--- config.mk ---
export PLATFORM = sky130hd
export DESIGN_NAME = hex_image_extent_checksum_unit
export DESIGN_NICKNAME = d
export VERILOG_FILES = /design/src/rtl/core/hiec_pkg.sv /design/src/rtl/core/hiec_addr_track.sv /design/src/rtl/core/hiec_sum_acc.sv /design/src/rtl/core/hex_image_extent_checksum_unit.sv
export VERILOG_INCLUDE_DIRS = /design/src /design/src/rtl/core
export SDC_FILE = /design/constraint.sdc
export NUM_CORES = 1
export LEC_CHECK = 0
export ABC_CLOCK_PERIOD_IN_PS = 4350
export BUFFER_PORTS_ARGS = -buffer_cell sky130_fd_sc_hd__buf_4
export CAP_MARGIN = 20
export CORE_MARGIN = 2
export CORE_UTILIZATION = 56
export DETAILED_ROUTE_END_ITERATION = 10
export PLACE_DENSITY_LB_ADDON = 0.3
export RECOVER_POWER = 100
export SLEW_MARGIN = 20
export SYNTH_ARGS = -nofsm -noshare
export SYNTH_HDL_FRONTEND = slang
export SYNTH_SLANG_ARGS = --single-unit
--- constraint.sdc ---
create_clock -name clk -period 4.35 [get_ports clk]
set_input_delay 0.435 -clock clk [delete_from_list [all_inputs] [get_ports clk]]
set_output_delay 0.435 -clock clk [all_outputs]
set_load 0.01 [all_outputs]
--- src/rtl/core/assert_macros.svh ---
// ----------------------------------------------------------------------------
// assert_macros.svh
// assertion helpers clocked on clk and disabled while arst_n is low
// ----------------------------------------------------------------------------
`ifndef ASSERT_MACROS_SVH
`define ASSERT_MACROS_SVH

// plain property checked at every rising edge
`define ASSERT_CLK(label, prop, msg) \
	label: assert property (@(posedge clk) disable iff (!arst_n) (prop)) else $error(msg);

// antecedent in this cycle implies consequent in the next
`define ASSERT_NEXT(label, ante, cons, msg) \
	label: assert property (@(posedge clk) disable iff (!arst_n) (ante) |=> (cons)) \
		else $error(msg);

`endif

--- src/rtl/core/hiec_pkg.sv ---
// ----------------------------------------------------------------------------
// hiec_pkg
// types and constants shared by the hex image extent and checksum unit
// ----------------------------------------------------------------------------
package hiec_pkg;

	localparam logic [31:0] ALL_ONES = 32'hFFFF_FFFF;

	localparam logic OP_HEADER = 1'b0;
	localparam logic OP_BYTE   = 1'b1;

	localparam logic [2:0] KIND_DATA    = 3'd0;
	localparam logic [2:0] KIND_EOF     = 3'd1;
	localparam logic [2:0] KIND_EXT_SEG = 3'd2;
	localparam logic [2:0] KIND_EXT_LIN = 3'd4;

	localparam logic [7:0] INDEX_MAX = 8'hFF;

	typedef struct packed {
		logic        operation;
		logic [2:0]  record_type;
		logic [15:0] record_address;
		logic [7:0]  record_length;
		logic [7:0]  data_byte;
	} hiec_item_t;

	typedef struct packed {
		logic [31:0] start_address;
		logic [31:0] image_size;
		logic [31:0] image_checksum;
	} hiec_result_t;

	// term for the byte sum: a data byte, or an address gap to be scaled by 0xff
	typedef struct packed {
		logic [31:0] value;
		logic        gap;
	} hiec_pend_t;

endpackage

--- src/rtl/core/hiec_addr_track.sv ---
// ----------------------------------------------------------------------------
// hiec_addr_track
// record decode, base address, image extent and byte sum terms
// ----------------------------------------------------------------------------
`include "assert_macros.svh"

module hiec_addr_track
	import hiec_pkg::*;
(
	input  logic        clk,
	input  logic        arst_n,
	input  logic        fire,
	input  hiec_item_t  item,
	output hiec_pend_t  pend,
	output logic        eof,
	output logic [31:0] start_address,
	output logic [31:0] image_size
);

	logic [31:0] base_q;
	logic [31:0] expected_q;
	logic [31:0] end_q;
	logic [31:0] first_q;
	logic [2:0]  kind_q;
	logic [7:0]  index_q;
	logic [7:0]  high_q;

	logic [31:0] cur;
	logic [31:0] stop;
	logic        is_hdr;
	logic        ext_kind;

	always_comb begin
		cur      = base_q + {16'h0000, item.record_address};
		stop     = cur + {24'h00_0000, item.record_length};
		is_hdr   = fire && (item.operation == OP_HEADER);
		eof      = is_hdr && (item.record_type == KIND_EOF);
		ext_kind = (kind_q == KIND_EXT_SEG) || (kind_q == KIND_EXT_LIN);
		pend     = '0;
		if (fire && (item.operation == OP_BYTE) && (kind_q == KIND_DATA)) begin
			pend.value = {24'h00_0000, item.data_byte};
			pend.gap   = 1'b0;
		end else if (is_hdr && (item.record_type == KIND_DATA) &&
				(expected_q != ALL_ONES)) begin
			pend.value = cur - expected_q;
			pend.gap   = 1'b1;
		end
		start_address = first_q;
		image_size    = end_q - first_q;
	end

	always_ff @(posedge clk or negedge arst_n) begin
		if (!arst_n) begin
			base_q     <= '0;
			expected_q <= ALL_ONES;
			end_q      <= '0;
			first_q    <= ALL_ONES;
			kind_q     <= KIND_DATA;
			index_q    <= '0;
			high_q     <= '0;
		end else if (fire) begin
			if (item.operation == OP_BYTE) begin
				if (ext_kind) begin
					if (index_q == 8'd0) begin
						high_q <= item.data_byte;
					end else if (index_q == 8'd1) begin
						if (kind_q == KIND_EXT_SEG) begin
							base_q <= {12'h000, high_q, item.data_byte, 4'h0};
						end else begin
							base_q <= {high_q, item.data_byte, 16'h0000};
						end
					end
				end
				if (index_q != INDEX_MAX) begin
					index_q <= index_q + 8'd1;
				end
			end else if (item.record_type == KIND_EOF) begin
				base_q     <= '0;
				expected_q <= ALL_ONES;
				end_q      <= '0;
				first_q    <= ALL_ONES;
				kind_q     <= KIND_DATA;
				index_q    <= '0;
				high_q     <= '0;
			end else begin
				kind_q  <= item.record_type;
				index_q <= '0;
				if (item.record_type == KIND_DATA) begin
					if (first_q == ALL_ONES) begin
						first_q <= cur;
					end
					end_q      <= stop;
					expected_q <= stop;
				end
			end
		end
	end

	`ASSERT_NEXT(a_eof_clears_extent, eof,
		(first_q == ALL_ONES) && (expected_q == ALL_ONES) && (base_q == 32'h0),
		"extent state not cleared after end of file")

endmodule

--- src/rtl/core/hiec_sum_acc.sv ---
// ----------------------------------------------------------------------------
// hiec_sum_acc
// negated byte sum with gap fill, one term per cycle
// ----------------------------------------------------------------------------
`include "assert_macros.svh"

module hiec_sum_acc
	import hiec_pkg::*;
(
	input  logic        clk,
	input  logic        arst_n,
	input  logic        clear,
	input  hiec_pend_t  pend,
	output logic [31:0] checksum
);

	hiec_pend_t  pend_s2;
	logic [31:0] acc_q;
	logic [31:0] term;

	// gap times 0xff as a shift and subtract
	always_comb begin
		if (pend_s2.gap) begin
			term = {pend_s2.value[23:0], 8'h00} - pend_s2.value;
		end else begin
			term = pend_s2.value;
		end
		checksum = acc_q - term;
	end

	always_ff @(posedge clk or negedge arst_n) begin
		if (!arst_n) begin
			pend_s2 <= '0;
			acc_q   <= '0;
		end else begin
			pend_s2 <= pend;
			if (clear) begin
				acc_q <= '0;
			end else begin
				acc_q <= acc_q - term;
			end
		end
	end

	`ASSERT_NEXT(a_clear_zero_sum, clear, checksum == 32'h0,
		"checksum not zero after end of file")

endmodule

--- src/rtl/core/hex_image_extent_checksum_unit.sv ---
// ----------------------------------------------------------------------------
// hex_image_extent_checksum_unit
// image start, size and checksum over a stream of hex records
// ----------------------------------------------------------------------------
// Input channel item_valid / item_ready / item carries one beat per record
// header or data byte. A header of type end of file produces one beat on the
// result channel result_valid / result_ready / result; no other beat does.
// Every beat is registered, then decoded against the address state, so one
// input beat is taken per clock while item_ready is high. Byte and gap-fill
// terms pass a register, then are folded into the checksum and the result.
// An end-of-file beat passes the decode register, then the result register.
// While a result waits on a stalled receiver, input beats keep flowing until
// the next end-of-file beat reaches the decode register; it is held there
// until the result register frees, and item_ready drops meanwhile.
// Reset clears the address and sum state and the valid bits of both registers;
// no clearing pass is needed, so the first beat can be taken right after reset.
// ----------------------------------------------------------------------------
`include "assert_macros.svh"

module hex_image_extent_checksum_unit
	import hiec_pkg::*;
(
	input  logic         clk,
	input  logic         arst_n,
	input  logic         item_valid,
	output logic         item_ready,
	input  hiec_item_t   item,
	output logic         result_valid,
	input  logic         result_ready,
	output hiec_result_t result
);

	logic         valid_s1;
	hiec_item_t   item_s1;
	logic         eof_s1;
	logic         advance;
	logic         eof_fire;
	hiec_pend_t   pend;
	logic [31:0]  start_address;
	logic [31:0]  image_size;
	logic [31:0]  checksum;
	logic         result_valid_q;
	hiec_result_t result_q;

	assign eof_s1     = (item_s1.operation == OP_HEADER) && (item_s1.record_type == KIND_EOF);
	assign advance    = valid_s1 && (!eof_s1 || !result_valid_q || result_ready);
	assign item_ready = !valid_s1 || advance;

	always_ff @(posedge clk or negedge arst_n) begin
		if (!arst_n) begin
			valid_s1 <= 1'b0;
		end else if (item_ready) begin
			valid_s1 <= item_valid;
		end
	end

	always_ff @(posedge clk) begin
		if (item_valid && item_ready) begin
			item_s1 <= item;
		end
	end

	hiec_addr_track u_addr_track (
		.clk           (clk),
		.arst_n        (arst_n),
		.fire          (advance),
		.item          (item_s1),
		.pend          (pend),
		.eof           (eof_fire),
		.start_address (start_address),
		.image_size    (image_size)
	);

	hiec_sum_acc u_sum_acc (
		.clk      (clk),
		.arst_n   (arst_n),
		.clear    (eof_fire),
		.pend     (pend),
		.checksum (checksum)
	);

	always_ff @(posedge clk or negedge arst_n) begin
		if (!arst_n) begin
			result_valid_q <= 1'b0;
		end else if (eof_fire) begin
			result_valid_q <= 1'b1;
		end else if (result_ready) begin
			result_valid_q <= 1'b0;
		end
	end

	always_ff @(posedge clk) begin
		if (eof_fire) begin
			result_q.start_address  <= start_address;
			result_q.image_size     <= image_size;
			result_q.image_checksum <= checksum;
		end
	end

	assign result_valid = result_valid_q;
	assign result       = result_q;

	`ASSERT_NEXT(a_eof_gives_result, eof_fire, result_valid_q,
		"end of file beat left no result")
	`ASSERT_CLK(a_stall_only_on_eof,
		item_ready || (valid_s1 && eof_s1 && result_valid_q && !result_ready),
		"input stalled without a pending end of file")

endmodule

==> flow_metrics.py <==
metrics = {
    "run_status": {
        "outcome": "finished with violations",
        "violations": "capacitance limit, slew limit",
    },
    "global_routing": {
        "grt_start_max_net_pins": 95,
        "grt.total_usage": 0.278,
        "antenna_found_initial": 0,
        "grt_pass1_vias": 15922,
        "grt_first_pass_wirelength_um": 83900,
        "overflow": 0,
    },
    "yosys": {
        "syn_avg_cell_area_um2": 10.1,
        "synth_fa_ha_area_frac": 0.0916,
        "synth.area.mux_share": 0.0140,
        "yosys_warnings": 0,
        "ys_seq_elements": 342,
        "synth_edf_count": 132,
        "synthSimpleGateAreaFrac": 0.134,
        "syn_area_um2": 20200,
        "synth_seq_area_share": 0.460,
        "yosys.area_share.xor_xnor": 0.0744,
        "synth_cell_types": 100,
        "synth-compound-area-share": 0.182,
        "synth_top_family_by_area": "compound AO/OA/AOI/OAI gates",
        "synth_fp_nets": 2186,
        "synth_cells": 2001,
        "synthArstFlopShare": 0.614,
        "ys.flop_type": "dfrtp_1",
    },
    "floorplan": {
        "start_util": 0.568,
        "core_area_um2": 35600,
        "die-area_um2": 37600,
        "die_h_um": 194,
        "rows": 69,
        "die_w_um": 194,
        "boundaryPins": 138,
    },
    "timing": {
        "setup_tns_ps": 0,
        "clock_skew_ps": 17.5,
        "finalCriticalPeriod_ps": 4220,
        "period_share": 0.970,
        "tightestPinTransition_ps": 2050,
        "max_slew_margin": -0.365,
        "holdWs_ps": 70.2,
        "drv_slew": 171,
        "setup_violations": 0,
        "fmax_mhz": 237,
        "hold_violations": 0,
    },
    "critical_path": {
        "required_ps": 4650,
        "cp_top_family": "compound AO/OA/AOI/OAI gates",
        "cp_num_buf_inv": 4,
        "crit_type": "reg2reg",
        "worst_setup_path_end_kind": "register",
        "timing.critical_path.mode_cell": "buf_4",
        "max_stage_delay_ps": 420,
        "path_max_fanout": 5,
        "slowest_stage": "a221o_1",
        "path_cells": "buf_4, ha_1, nand2_2, nor2_1, a221o_1, a21oi_2, buf_4, o21bai_1, a21oi_1, xnor2_1, mux2i_1, ha_1, nand2_1, nand2_1, a21o_1, a21oi_2, o22a_1, o31ai_4, buf_6, nor2_2, o21bai_2, buf_4, xor2_2",
        "startpoint_type": "register",
        "crit_arrival_ps": 4510,
    },
    "final_layout": {
        "final_design_area_no_fill_um2": 23900,
        "final_nets": 2435,
        "drive_above_1_share": 0.158,
        "utilization": 0.671,
        "antennaDiodeCount": 0,
        "syn_to_final_growth_pct": 18.1,
    },
    "power_and_ir_drop": {
        "combPwrFrac": 0.526,
        "powerDensity_nw_per_um2": 752,
        "p_sw_frac": 0.401,
        "switching_power_mw": 7.19,
        "peakVddDrop_mv": 0.543,
        "p_seq_frac": 0.293,
        "leakage_nw": 10.3,
        "intPower_mw": 10.8,
        "pwr-share-clk": 0.181,
    },
    "route": {
        "ant_nets": 0,
        "viasPerCell": 5.88,
        "wl_per_cell_um": 19.3,
        "vias": 16117,
        "drt_iter0_drc": 1116,
        "wl_um": 52900,
        "drt-pass1-iter-count": 6,
        "drc": 0,
    },
    "run": {
        "cap_violations": 3,
    },
    "clocking": {
        "cts_tree": "yes",
        "clkLatencyLatePin_ps": 560,
        "clockRootBuffer": "clkbuf_16",
        "cts.clk_slew.worst_paths_ps": 60,
        "htree_num_levels": 2,
        "clk_path_buf_depth": 3,
        "cts_inserted_buffers": 38,
        "cts_sinks": 342,
    },
    "place": {
        "port_buffers": 137,
        "place_area_um2": 22500,
        "gp_congestion": 0.927,
        "dp_hpwl_um": 39300,
    },
    "min_path": {
        "hold_class": "in2reg",
    },
}
## power groups by stage
| stage | Combinational (mW) | Sequential (mW) | Clock [mW] |
|---|---|---|---|
| 2_1_floorplan | 6.44 | 5.06 | 0 |
| 3_3_place_gp | 8.65 | 5.29 | 0 |
| 3_5_place_dp | 8.88 | 5.31 | 0 |
| 4_1_cts | 9.05 | 5.27 | 3.30 |
| 5_1_grt | 10.4 | 5.34 | 3.43 |
| 6_report | 9.45 | 5.26 | 3.25 |
## layout make-up
class | instances | area, um2
inverter | 183 | 687
multi-input combinational | 1421 | 10500
tap | 461 | 577
clock buffer | 58 | 1070
sequential | 342 | 9310
fill | 2854 | 11700
clock inverter | 12 | 190
timing repair buffer | 264 | 1580
## cell usage after synthesis, types with 15 or more instances
library cell	count	area, um2
o21a_1	22	165
nor2b_1	43	269
a31oi_1	32	200
nand4_1	43	269
nor3_1	28	140
dfstp_2	64	1680
clkbuf_1	38	143
o21ai_0	124	621
a21o_1	66	495
nor2_1	146	548
dfrtp_1	146	3650
xnor2_1	105	920
edfxtp_1	132	3960
o22a_1	18	158
a21oi_1	135	676
nand2_1	113	424
mux2i_1	25	250
xor2_1	53	464
o31ai_1	19	143
inv_1	181	679
nand3_1	61	305
ha_1	140	1750
and3_1	18	113
a22o_1	15	131
## what timing repair did
action | CTS | global route
resized for setup | 22 | 77
buffers inserted | 1 | 10
hold buffers | 1 | 0
setup endpoints to repair | 15 | 34
pin swaps | 8 | 33
hold endpoints to repair | 73 | 0
## worst paths after layout
check                                             startpoint                                 end  slack [ps]  depth (start not counted)
max in group asynchronous                             arst_n  u_addr_track.high_q[3]$_DFFE_PN0P_         960                          3
hold reg to reg            u_addr_track.end_q[0]$_DFFE_PN0P_   u_addr_track.end_q[0]$_DFFE_PN0P_         490                          2
setup / recovery              u_sum_acc.pend_s2[9]$_DFF_PN0_                result[30]$_DFFE_PP_         130                         23
hold / removal                                      item[28]               item_s1[28]$_DFFE_PP_          70                          1
min in group asynchronous                             arst_n        u_sum_acc.acc_q[5]$_DFF_PN0_        1010                          2
setup reg to reg              u_sum_acc.pend_s2[9]$_DFF_PN0_                result[30]$_DFFE_PP_         130                         23
## metrics by stage
stage | setup WS (ps) | cells | power [mW]
2_1_floorplan | 10.5 | 2001 | 11.5
3_5_place_dp | -242 | 2659 | 14.2
6_report | 132 | 2741 | 18.0
5_1_grt | -108 | 2741 | 19.2
3_3_place_gp | -142 | 2659 | 13.9
4_1_cts | -29.2 | 2731 | 17.6
## sequential cells by signal, summed over array words and instances (netlist names), 28 cells and up
register,cells
u_addr_track.start_address,32
u_addr_track.base_q,28
result,96
item_s1,36
u_addr_track.expected_q,32
u_sum_acc.pend_s2,33
u_sum_acc.acc_q,32
u_addr_track.end_q,32
## kinds of logic (layout without fill, tap and decap cells)
group	after synthesis	in the layout
compound gates	551	551
buf+inv	238	517
simple gates	533	533
flops	342	342
fa+ha+maj	145	145
xor+xnor	164	164
mux	28	28
## cell usage in the layout (no fill, tap or decap), drive strengths merged, types with 6 or more instances in the layout
master / count
nor3b: 6
inv: 183
clkinv: 7
nand2b: 11
or2: 7
clkbuf: 209
nor2b: 43
nor4: 13
o21a: 22
o21bai: 14
o211ai: 11
nand4: 45
nor3: 30
dfrtp: 146
and3: 18
mux2i: 25
a21oi: 140
nand3: 62
o22a: 18
and2: 13
ha: 140
or3: 10
a22o: 15
dfstp: 64
xor2: 53
o21ai: 129
buf: 112
xnor2: 111
edfxtp: 132
a211oi: 13
o31ai: 20
nor2: 147
nand2: 114
a21o: 66
o31a: 6
a31oi: 32
## metal layers
metal / vias to the layer above / share of wire / global-route usage
met5: - / 0 / 0
met4: 0 / 0.038 / 0.105
met3: 115 / 0.053 / 0.0424
met2: 504 / 0.48 / 0.460
met1: 7797 / 0.43 / 0.372
li1: 7701 / - / -
No activity file was read; power rests on OpenSTA's default activity.
